**src/rtl/sliding_mode_speed_controller_top_macros.svh**
```systemverilog
// ---------------------------------------------------------------------------
// Sliding mode speed controller assertion macros
// Clocked, reset-qualified property shorthands used by the top level.
// ---------------------------------------------------------------------------
`ifndef SLIDING_MODE_SPEED_CONTROLLER_TOP_MACROS_SVH
`define SLIDING_MODE_SPEED_CONTROLLER_TOP_MACROS_SVH

// same-cycle implication
`define SMSC_ASSERT_IMPL(label, ante, cons, msg) \
    label: assert property (@(posedge aclk) disable iff (!aresetn) (ante) |-> (cons)) \
        else $error(msg);

// next-cycle implication
`define SMSC_ASSERT_NEXT(label, ante, cons, msg) \
    label: assert property (@(posedge aclk) disable iff (!aresetn) (ante) |=> (cons)) \
        else $error(msg);

`endif

```
**src/rtl/smsc_pkg.sv**
```systemverilog
// ---------------------------------------------------------------------------
// Sliding mode speed controller package
// Widths, register codes, controller states and control interface types.
// ---------------------------------------------------------------------------
`default_nettype none

package smsc_pkg;

    localparam int SAMPLE_W  = 16;
    localparam int COEF_W    = 16;
    localparam int DIVR_W    = 15;
    localparam int ERR_W     = SAMPLE_W + 1;
    localparam int DERR_W    = SAMPLE_W + 2;
    localparam int DD_W      = SAMPLE_W + 3;
    localparam int SURF_W    = 34;
    localparam int SUM_W     = COEF_W + SURF_W;
    localparam int DRIVE_W   = 32;
    localparam int DIV_STEPS = SUM_W / 2;
    localparam int DCNT_W    = $clog2(DIV_STEPS);
    localparam int S_DATA_W  = 2 * SAMPLE_W;
    localparam int M_DATA_W  = ((DRIVE_W + ERR_W + 7) / 8) * 8;
    localparam int CFG_IDX_W = 2;

    typedef enum logic [CFG_IDX_W-1:0] {
        CFG_SURFACE_SLOPE = 2'd0,
        CFG_REACH_GAIN    = 2'd1,
        CFG_SWITCH_GAIN   = 2'd2,
        CFG_PLANT_DIVISOR = 2'd3
    } cfg_reg_t;

    typedef enum logic [1:0] {
        MUL_C_ERR  = 2'd0,
        MUL_C_DERR = 2'd1,
        MUL_K_S    = 2'd2
    } mul_sel_t;

    typedef enum logic [3:0] {
        ST_IDLE     = 4'd0,
        ST_MUL_CE   = 4'd1,
        ST_SURF     = 4'd2,
        ST_ACC_CD   = 4'd3,
        ST_ACC_KS   = 4'd4,
        ST_ACC_SW   = 4'd5,
        ST_DIV_INIT = 4'd6,
        ST_DIV      = 4'd7,
        ST_OUT      = 4'd8
    } smsc_state_t;

    typedef struct packed {
        logic     load;
        logic     mul_en;
        mul_sel_t mul_sel;
        logic     surf_en;
        logic     acc_prod;
        logic     acc_sw;
        logic     div_start;
        logic     div_step;
        logic     out_load;
    } smsc_cmd_t;

    typedef struct packed {
        logic div_done;
    } smsc_status_t;

endpackage

`default_nettype wire

```
**src/rtl/sliding_mode_speed_controller_top.sv**
```systemverilog
// ---------------------------------------------------------------------------
// Sliding mode speed controller
// Constant-plus-proportional reaching law drive from set point and feedback.
// ---------------------------------------------------------------------------
//  channel  | ports                         | contents
//  s_       | s_tvalid s_tready s_tdata[31:0] | set_point, feedback
//  m_       | m_tvalid m_tready m_tdata[55:0] | drive, tracking_error
//  cfg      | cfg_wr_en cfg_index cfg_wdata | surface_slope .. plant_divisor
//
//  One transaction is stepped around the shared 16x34 multiplier, then
//  through the 2-bit-per-cycle divider on the 50-bit control sum.
//  A new transaction is taken while the previous result waits on m_tready;
//  it then stalls at the output until the result register frees up.
//  aresetn is synchronous; no clearing pass is needed.
// ---------------------------------------------------------------------------
`default_nettype none

`include "sliding_mode_speed_controller_top_macros.svh"

module sliding_mode_speed_controller_top (
    input  wire logic                              aclk,
    input  wire logic                              aresetn,
    input  wire logic                              cfg_wr_en,
    input  wire logic [smsc_pkg::CFG_IDX_W-1:0]    cfg_index,
    input  wire logic [smsc_pkg::COEF_W-1:0]       cfg_wdata,
    input  wire logic                              s_tvalid,
    output logic                                   s_tready,
    input  wire logic [smsc_pkg::S_DATA_W-1:0]     s_tdata,  // set_point, feedback
    output logic                                   m_tvalid,
    input  wire logic                              m_tready,
    output logic [smsc_pkg::M_DATA_W-1:0]          m_tdata   // drive, tracking_error, pad
);

    smsc_pkg::smsc_cmd_t    cmd;
    smsc_pkg::smsc_status_t status;

    smsc_ctrl u_ctrl (
        .aclk     (aclk),
        .aresetn  (aresetn),
        .s_tvalid (s_tvalid),
        .s_tready (s_tready),
        .m_tvalid (m_tvalid),
        .m_tready (m_tready),
        .status   (status),
        .cmd      (cmd)
    );

    smsc_datapath u_datapath (
        .aclk      (aclk),
        .aresetn   (aresetn),
        .cfg_wr_en (cfg_wr_en),
        .cfg_index (cfg_index),
        .cfg_wdata (cfg_wdata),
        .s_data    (s_tdata),
        .cmd       (cmd),
        .status    (status),
        .m_data    (m_tdata)
    );

    `SMSC_ASSERT_NEXT(a_busy_after_accept, s_tvalid && s_tready, !s_tready, "accepted while busy")
    `SMSC_ASSERT_NEXT(a_load_sets_valid, cmd.out_load, m_tvalid, "result load lost")
    `SMSC_ASSERT_IMPL(a_no_overwrite, cmd.out_load, !m_tvalid || m_tready, "pending result overwritten")
    `SMSC_ASSERT_IMPL(a_idle_no_divide, s_tready, !cmd.div_step && !cmd.out_load, "work while idle")

endmodule

`default_nettype wire

```
**src/rtl/smsc_datapath.sv**
```systemverilog
// ---------------------------------------------------------------------------
// Sliding mode speed controller datapath
// Sample history, shared multiplier, accumulator, radix-4 divider, output regs.
// ---------------------------------------------------------------------------
`default_nettype none

module smsc_datapath (
    input  wire logic                                aclk,
    input  wire logic                                aresetn,
    input  wire logic                                cfg_wr_en,
    input  wire logic [smsc_pkg::CFG_IDX_W-1:0]      cfg_index,
    input  wire logic [smsc_pkg::COEF_W-1:0]         cfg_wdata,
    input  wire logic [smsc_pkg::S_DATA_W-1:0]       s_data,
    input  wire smsc_pkg::smsc_cmd_t                 cmd,
    output smsc_pkg::smsc_status_t                   status,
    output logic [smsc_pkg::M_DATA_W-1:0]            m_data
);

    localparam int SW  = smsc_pkg::SUM_W;
    localparam int SAW = smsc_pkg::SAMPLE_W;
    localparam int DW  = smsc_pkg::DRIVE_W;
    localparam int BW  = smsc_pkg::DIVR_W;
    localparam logic [SW-1:0] POS_LIMIT = {{(SW-DW){1'b0}}, 1'b0, {(DW-1){1'b1}}};
    localparam logic [SW-1:0] NEG_LIMIT = {{(SW-DW){1'b0}}, 1'b1, {(DW-1){1'b0}}};

    logic signed [smsc_pkg::COEF_W-1:0] c_reg, k_reg, epc_reg;
    logic        [BW-1:0]               b_reg;

    logic signed [SAW-1:0] last_fb_reg, last_sp_reg, prior_sp_reg;

    logic signed [smsc_pkg::ERR_W-1:0]  err_reg;
    logic signed [smsc_pkg::DERR_W-1:0] derr_reg;
    logic signed [smsc_pkg::SURF_W-1:0] s_reg;
    logic signed [SW-1:0]               prod_reg;
    logic signed [SW-1:0]               acc_reg;
    logic        [BW-1:0]               rem_reg;
    logic        [SW-1:0]               quo_reg;
    logic                               neg_reg;
    logic        [smsc_pkg::DCNT_W-1:0] cnt_reg;
    logic        [DW-1:0]               drive_reg;
    logic        [smsc_pkg::ERR_W-1:0]  terr_reg;

    logic signed [SAW-1:0]              sp, fb;
    logic signed [smsc_pkg::ERR_W-1:0]  d_fb, d_sp, err;
    logic signed [smsc_pkg::DERR_W-1:0] derr;
    logic signed [smsc_pkg::DD_W-1:0]   dd_sp;
    logic signed [SW-1:0]               acc_init;

    logic signed [smsc_pkg::COEF_W-1:0] mul_a;
    logic signed [smsc_pkg::SURF_W-1:0] mul_b;
    logic signed [SW-1:0]               mul_res;
    logic signed [SW-1:0]               sw_term;

    logic [BW-1:0] b_eff;
    logic [BW:0]   rem1, rem2;
    logic          ge1, ge2;
    logic [BW-1:0] r1, r2;
    logic [SW-1:0] q1, q2;
    logic [SW-1:0] quo_neg;
    logic [DW-1:0] drive_sat;

    // input differences
    always_comb begin
        sp    = $signed(s_data[SAW-1:0]);
        fb    = $signed(s_data[2*SAW-1:SAW]);
        d_fb  = smsc_pkg::ERR_W'(fb) - smsc_pkg::ERR_W'(last_fb_reg);
        d_sp  = smsc_pkg::ERR_W'(sp) - smsc_pkg::ERR_W'(last_sp_reg);
        err   = smsc_pkg::ERR_W'(sp) - smsc_pkg::ERR_W'(fb);
        derr  = smsc_pkg::DERR_W'(d_sp) - smsc_pkg::DERR_W'(d_fb);
        dd_sp = smsc_pkg::DD_W'(sp) - (smsc_pkg::DD_W'(last_sp_reg) <<< 1)
              + smsc_pkg::DD_W'(prior_sp_reg);
        acc_init = SW'(dd_sp) + SW'(fb) + SW'(d_fb);
    end

    // shared multiplier
    always_comb begin
        case (cmd.mul_sel)
            smsc_pkg::MUL_C_ERR: begin
                mul_a = c_reg;
                mul_b = smsc_pkg::SURF_W'(err_reg);
            end
            smsc_pkg::MUL_C_DERR: begin
                mul_a = c_reg;
                mul_b = smsc_pkg::SURF_W'(derr_reg);
            end
            smsc_pkg::MUL_K_S: begin
                mul_a = k_reg;
                mul_b = s_reg;
            end
            default: begin
                mul_a = '0;
                mul_b = '0;
            end
        endcase
        mul_res = mul_a * mul_b;
    end

    always_comb begin
        if (s_reg > 0) begin
            sw_term = SW'(epc_reg);
        end else if (s_reg < 0) begin
            sw_term = -SW'(epc_reg);
        end else begin
            sw_term = '0;
        end
    end

    // two restoring division steps per cycle
    always_comb begin
        b_eff = (b_reg == '0) ? BW'(1) : b_reg;
        rem1  = {rem_reg, quo_reg[SW-1]};
        ge1   = rem1 >= {1'b0, b_eff};
        r1    = ge1 ? BW'(rem1 - {1'b0, b_eff}) : rem1[BW-1:0];
        q1    = {quo_reg[SW-2:0], ge1};
        rem2  = {r1, q1[SW-1]};
        ge2   = rem2 >= {1'b0, b_eff};
        r2    = ge2 ? BW'(rem2 - {1'b0, b_eff}) : rem2[BW-1:0];
        q2    = {q1[SW-2:0], ge2};
    end

    always_comb begin
        quo_neg = -quo_reg;
        if (neg_reg) begin
            drive_sat = (quo_reg > NEG_LIMIT) ? NEG_LIMIT[DW-1:0] : quo_neg[DW-1:0];
        end else begin
            drive_sat = (quo_reg > POS_LIMIT) ? POS_LIMIT[DW-1:0] : quo_reg[DW-1:0];
        end
    end

    // configuration registers, sample history and divide step counter
    always_ff @(posedge aclk) begin
        if (!aresetn) begin
            c_reg        <= '0;
            k_reg        <= '0;
            epc_reg      <= '0;
            b_reg        <= BW'(1);
            last_fb_reg  <= '0;
            last_sp_reg  <= '0;
            prior_sp_reg <= '0;
            cnt_reg      <= '0;
        end else begin
            if (cfg_wr_en) begin
                case (cfg_index)
                    smsc_pkg::CFG_SURFACE_SLOPE: c_reg   <= $signed(cfg_wdata);
                    smsc_pkg::CFG_REACH_GAIN:    k_reg   <= $signed(cfg_wdata);
                    smsc_pkg::CFG_SWITCH_GAIN:   epc_reg <= $signed(cfg_wdata);
                    smsc_pkg::CFG_PLANT_DIVISOR: b_reg   <= cfg_wdata[BW-1:0];
                    default: ;
                endcase
            end
            if (cmd.load) begin
                last_fb_reg  <= fb;
                last_sp_reg  <= sp;
                prior_sp_reg <= last_sp_reg;
            end
            if (cmd.div_start) begin
                cnt_reg <= '0;
            end else if (cmd.div_step) begin
                cnt_reg <= cnt_reg + smsc_pkg::DCNT_W'(1);
            end
        end
    end

    // work registers
    always_ff @(posedge aclk) begin
        if (cmd.load) begin
            err_reg  <= err;
            derr_reg <= derr;
        end
        if (cmd.mul_en) begin
            prod_reg <= mul_res;
        end
        if (cmd.surf_en) begin
            s_reg <= prod_reg[smsc_pkg::SURF_W-1:0] + smsc_pkg::SURF_W'(derr_reg);
        end
        if (cmd.load) begin
            acc_reg <= acc_init;
        end else if (cmd.acc_prod) begin
            acc_reg <= acc_reg + prod_reg;
        end else if (cmd.acc_sw) begin
            acc_reg <= acc_reg + sw_term;
        end
        if (cmd.div_start) begin
            neg_reg <= acc_reg[SW-1];
            quo_reg <= acc_reg[SW-1] ? -acc_reg : acc_reg;
            rem_reg <= '0;
        end else if (cmd.div_step) begin
            quo_reg <= q2;
            rem_reg <= r2;
        end
        if (cmd.out_load) begin
            drive_reg <= drive_sat;
            terr_reg  <= err_reg;
        end
    end

    assign status.div_done = (cnt_reg == smsc_pkg::DCNT_W'(smsc_pkg::DIV_STEPS - 1));
    assign m_data = {{(smsc_pkg::M_DATA_W - DW - smsc_pkg::ERR_W){1'b0}}, terr_reg, drive_reg};

endmodule

`default_nettype wire

```
**src/rtl/smsc_ctrl.sv**
```systemverilog
// ---------------------------------------------------------------------------
// Sliding mode speed controller sequencer
// Steps the datapath through one sample and owns both handshakes.
// ---------------------------------------------------------------------------
`default_nettype none

module smsc_ctrl (
    input  wire logic                   aclk,
    input  wire logic                   aresetn,
    input  wire logic                   s_tvalid,
    output logic                        s_tready,
    output logic                        m_tvalid,
    input  wire logic                   m_tready,
    input  wire smsc_pkg::smsc_status_t status,
    output smsc_pkg::smsc_cmd_t         cmd
);

    smsc_pkg::smsc_state_t state_reg, state_next;
    logic                  m_valid_reg, m_valid_next;
    logic                  out_free;

    assign out_free = !m_valid_reg || m_tready;

    always_comb begin
        state_next = state_reg;
        case (state_reg)
            smsc_pkg::ST_IDLE:     if (s_tvalid) state_next = smsc_pkg::ST_MUL_CE;
            smsc_pkg::ST_MUL_CE:   state_next = smsc_pkg::ST_SURF;
            smsc_pkg::ST_SURF:     state_next = smsc_pkg::ST_ACC_CD;
            smsc_pkg::ST_ACC_CD:   state_next = smsc_pkg::ST_ACC_KS;
            smsc_pkg::ST_ACC_KS:   state_next = smsc_pkg::ST_ACC_SW;
            smsc_pkg::ST_ACC_SW:   state_next = smsc_pkg::ST_DIV_INIT;
            smsc_pkg::ST_DIV_INIT: state_next = smsc_pkg::ST_DIV;
            smsc_pkg::ST_DIV:      if (status.div_done) state_next = smsc_pkg::ST_OUT;
            smsc_pkg::ST_OUT:      if (out_free) state_next = smsc_pkg::ST_IDLE;
            default:               state_next = smsc_pkg::ST_IDLE;
        endcase
    end

    always_comb begin
        cmd      = '0;
        s_tready = 1'b0;
        case (state_reg)
            smsc_pkg::ST_IDLE: begin
                s_tready = 1'b1;
                cmd.load = s_tvalid;
            end
            smsc_pkg::ST_MUL_CE: begin
                cmd.mul_en  = 1'b1;
                cmd.mul_sel = smsc_pkg::MUL_C_ERR;
            end
            smsc_pkg::ST_SURF: begin
                cmd.surf_en = 1'b1;
                cmd.mul_en  = 1'b1;
                cmd.mul_sel = smsc_pkg::MUL_C_DERR;
            end
            smsc_pkg::ST_ACC_CD: begin
                cmd.acc_prod = 1'b1;
                cmd.mul_en   = 1'b1;
                cmd.mul_sel  = smsc_pkg::MUL_K_S;
            end
            smsc_pkg::ST_ACC_KS:   cmd.acc_prod  = 1'b1;
            smsc_pkg::ST_ACC_SW:   cmd.acc_sw    = 1'b1;
            smsc_pkg::ST_DIV_INIT: cmd.div_start = 1'b1;
            smsc_pkg::ST_DIV:      cmd.div_step  = 1'b1;
            smsc_pkg::ST_OUT:      cmd.out_load  = out_free;
            default: ;
        endcase
    end

    always_comb begin
        m_valid_next = m_valid_reg;
        if (cmd.out_load) begin
            m_valid_next = 1'b1;
        end else if (m_tready) begin
            m_valid_next = 1'b0;
        end
    end

    always_ff @(posedge aclk) begin
        if (!aresetn) begin
            state_reg   <= smsc_pkg::ST_IDLE;
            m_valid_reg <= 1'b0;
        end else begin
            state_reg   <= state_next;
            m_valid_reg <= m_valid_next;
        end
    end

    assign m_tvalid = m_valid_reg;

endmodule

`default_nettype wire
```
**config.mk**
```make
export PLATFORM = sky130hd
export DESIGN_NAME = sliding_mode_speed_controller_top
export DESIGN_NICKNAME = d
export VERILOG_FILES = /design/src/rtl/smsc_pkg.sv /design/src/rtl/sliding_mode_speed_controller_top.sv /design/src/rtl/smsc_datapath.sv /design/src/rtl/smsc_ctrl.sv
export VERILOG_INCLUDE_DIRS = /design/src /design/src/rtl
export SDC_FILE = /design/constraint.sdc
export NUM_CORES = 2
export LEC_CHECK = 0
export BUFFER_PORTS_ARGS = -buffer_cell sky130_fd_sc_hd__buf_4
export CAP_MARGIN = 5
export CORE_AREA = 4 4 348 350
export CTS_BUF_LIST = sky130_fd_sc_hd__clkbuf_4
export CTS_CLUSTER_SIZE = 12
export DETAILED_ROUTE_END_ITERATION = 7
export DIE_AREA = 0 0 352 354
export PLACE_DENSITY_LB_ADDON = 0.2
export SLEW_MARGIN = 20
export SYNTH_ARGS = -nofsm -noshare
export SYNTH_HDL_FRONTEND = slang
export SYNTH_HIERARCHICAL = 1
export SYNTH_SLANG_ARGS = --single-unit
export TNS_END_PERCENT = 100
```
**constraint.sdc**
```tcl
create_clock -name aclk -period 12.25 [get_ports aclk]
set_input_delay 0.6125 -clock aclk [delete_from_list [all_inputs] [get_ports aclk]]
set_output_delay 0.6125 -clock aclk [all_outputs]
set_load 0.005 [all_outputs]
```
==> results.cfg <==
[setup_path]
crit_path_start = u_ctrl/state_reg[1]$_SDFFE_PN0P_
crit_path_max_incr_delay_ns = 0.65
worstPathMaxFanout = 54
reg2reg_from = u_ctrl/state_reg[1]$_SDFFE_PN0P_
slowest_stage = nor2_4
path_class = reg -> reg
cp-start-kind = flip-flop
crit_path_frequent_cell = fa_1
cp-end-kind = flip-flop
cp.arrival_ns = 10.74
crit_required_ns = 12.93

[clock_tree]
clk_pin_slew_ns = 0.07
cts.path.max_buffers = 3
cts_tree = done
cts_made_buffers = 115
cts.sinks = 405
clk_latency_ns = 0.95
clockRootBuffer = clkbuf_4
h-tree-depth = 3

[sta]
tightest_slew_ns = 1.16
fmax_mhz = 99.4
fin_skew_ns = 0.100
slew_headroom_pct = 22.9
fin_tns_setup_ns = 0
whs_ns = 0.158
min_period_ns = 10.06
finalCritPeriodShare_pct = 82.1
finalSetupViolations = 0
slew_violations = 0
hold_viol = 0
rsz0062_at_grt = no

[finish]
final_cells = 7065
num-fill-cells = 11700
seq_area_um2 = 10800
multi_input_area_um2 = 32000
fin_area_um2 = 51500
drive_above_1_share_pct = 7.49
syn2layout_area_growth_pct = 9.52
nets = 6381

[floorplan]
fp-row-count = 126
core_um2 = 118000
die_h_um = 354
fp.dieArea_um2 = 125000
start_util_pct = 39.9
io_pins = 113
die_width_um = 352

[pwr]
powerDensity_nw_per_um2 = 174
vdd_drop_max_v = 0.000151
p_leak_nw = 23.7

[detailed_routing]
first_pass_iters = 5
wl_um = 140000
post-route-drc-count = 0
via_count = 37000
viasPerCell = 5.24
wl_per_cell_um = 19.9
first_iter_violations = 2903
ant_nets = 0

[hold_path]
hold_path.class = in -> reg
min-delay-start = cfg_index[1]

[run]
max_cap_violations = 0

[logic_synthesis]
ys_async_sr_fraction_pct = 0
synth_ff_type = edfxtp_1
ys_seq_area_share_pct = 23.0
synth_seq_cells = 405
ys_types = 78
avgSynthCellArea_um2 = 8.85
yosysWarnings = 6
postSynthCellCount = 5307
synthesis.area_um2 = 47000
synth-edff-count = 269

[placement]
io_buffer_count = 105
dpl.hpwl_um = 111000
dpl.cell_count = 6794
dpl_cell_area_um2 = 49400
place_congestion = 0.925

[grt]
grt_usage_pct = 22.5
grt.overflow.total = 0
grt_max_degree = 97
grt_pass1_vias = 37600
grt_pass1_wl_um = 221000
antenna_found_initial = 1

[outcome]
outcome = finished clean
-- through the flow --
step | utilization (%) | setup slack (ns) | total power, W
floorplan | - | 1.31 | 0.00603
global placement | 41.9 | 1.67 | 0.00753
detailed placement | 41.9 | 2.12 | 0.00755
CTS | 43.7 | 2.06 | 0.00896
global route | 43.7 | 1.60 | 0.00974
finish | 43.7 | 2.19 | 0.00893
-- critical path: cells and delay by family, from the launching register on --
kind | cells | cell delay (ns)
adders and majority gates | 7 | 3.51
AOI/OAI and AO/OA | 9 | 2.65
and+or+nand+nor | 6 | 1.59
buffers and inverters | 7 | 1.40
DFF | 1 | 0.51
xor gates and xnor gates | 1 | 0.09
-- where the power goes --
group	internal, W	switching (W)	leakage [nW]	total [W]
registers	0.00189	0.000324	3.62	0.00222
logic	0.00210	0.00329	19.2	0.00539
clock network	0.000665	0.000651	0.919	0.00132
-- Yosys cell counts, drive strengths merged, types with 12 or more instances --
| master | count | share of area [%] |
|---|---|---|
| inv | 935 | 7.5 |
| nand2 | 611 | 4.9 |
| fa | 589 | 25 |
| nor2 | 491 | 3.9 |
| ha | 308 | 8.2 |
| a21oi | 284 | 3.0 |
| edfxtp | 269 | 17 |
| o21ai | 213 | 2.3 |
| clkbuf | 182 | 1.5 |
| a21o | 146 | 2.3 |
| dfxtp | 136 | 5.8 |
| xnor2 | 132 | 2.5 |
| xor2 | 115 | 2.1 |
| a21boi | 84 | 1.3 |
| nor2b | 82 | 1.1 |
| mux2i | 80 | 1.7 |
| nor3 | 64 | 0.69 |
| or3 | 46 | 0.64 |
| nand3 | 45 | 0.48 |
| and2 | 35 | 0.47 |
| and3 | 34 | 0.45 |
| a211oi | 33 | 0.53 |
| nand2b | 33 | 0.44 |
| o21bai | 31 | 0.50 |
| a31oi | 29 | 0.39 |
| o31ai | 27 | 0.43 |
| buf | 26 | 0.31 |
| nor4 | 24 | 0.33 |
| nand4 | 23 | 0.31 |
| o311ai | 23 | 0.43 |
| o41ai | 21 | 0.41 |
| mux2 | 14 | 0.34 |
| o211ai | 12 | 0.19 |
-- cell families after synthesis --
kind of cell    Yosys count  share of synthesized area (%)
simple gates           1540                           14.6
buf+inv                1146                           9.26
compound gates          977                           13.2
fa+ha+maj               897                           33.3
flops                   405                           23.0
xor+xnor                247                           4.61
mux                      94                           2.04
other cells               1                        0.00798
-- final timing paths --
| check | end | slack (ns) | cells after the start |
|---|---|---|---|
| worst max-delay path | u_datapath/prod_reg[43]$_DFFE_PP_ | 2.19 | 30 |
| worst min-delay path | u_datapath/k_reg[3]$_SDFFE_PN0P_ | 0.16 | 4 |
| worst max register to register | u_datapath/prod_reg[43]$_DFFE_PP_ | 2.19 | 30 |
| worst min register to register | u_datapath/k_reg[6]$_SDFFE_PN0P_ | 0.48 | 2 |
-- what timing repair did --
action                                  in CTS  in global routing
resized for setup                            0                  0
endpoints found under the setup margin       0                  0
hold endpoints to repair                    97                  0
setup buffers                                0                  0
hold buffers                                54                  0
-- layout make-up --
cell class	instances	share of cell area [%]
sequential	405	21.0
antenna	1	0.00486
clock buffer	175	2.55
clock inverter	41	0.445
tap	1536	3.74
multi-input combinational	3762	62.1
timing repair buffer	207	3.28
inverter	938	6.84
-- layer usage --
layer / share of wire (%) / GRT usage [%] / vias up / routed length [µm]
li1: - / - / 17600 / -
met1: 46 / 32.1 / 18200 / 64800
met2: 45 / 36.1 / 1116 / 63400
met3: 6.3 / 3.35 / 184 / 8890
met4: 2.4 / 5.61 / 0 / 3320
met5: 0 / 0 / - / 0
-- cell usage in the layout (no fill, tap or decap), types with 132 or more instances in the layout --
master and instances:
buf_4 153, fa_1 589, ha_1 308, o21ai_0 212, clkbuf_4 175, edfxtp_1 269, nand2_1 611, a21oi_1 278
inv_1 934, a21o_1 146, dfxtp_1 136, xnor2_1 132, nor2_1 488
No activity file was read; power rests on OpenSTA's default activity.
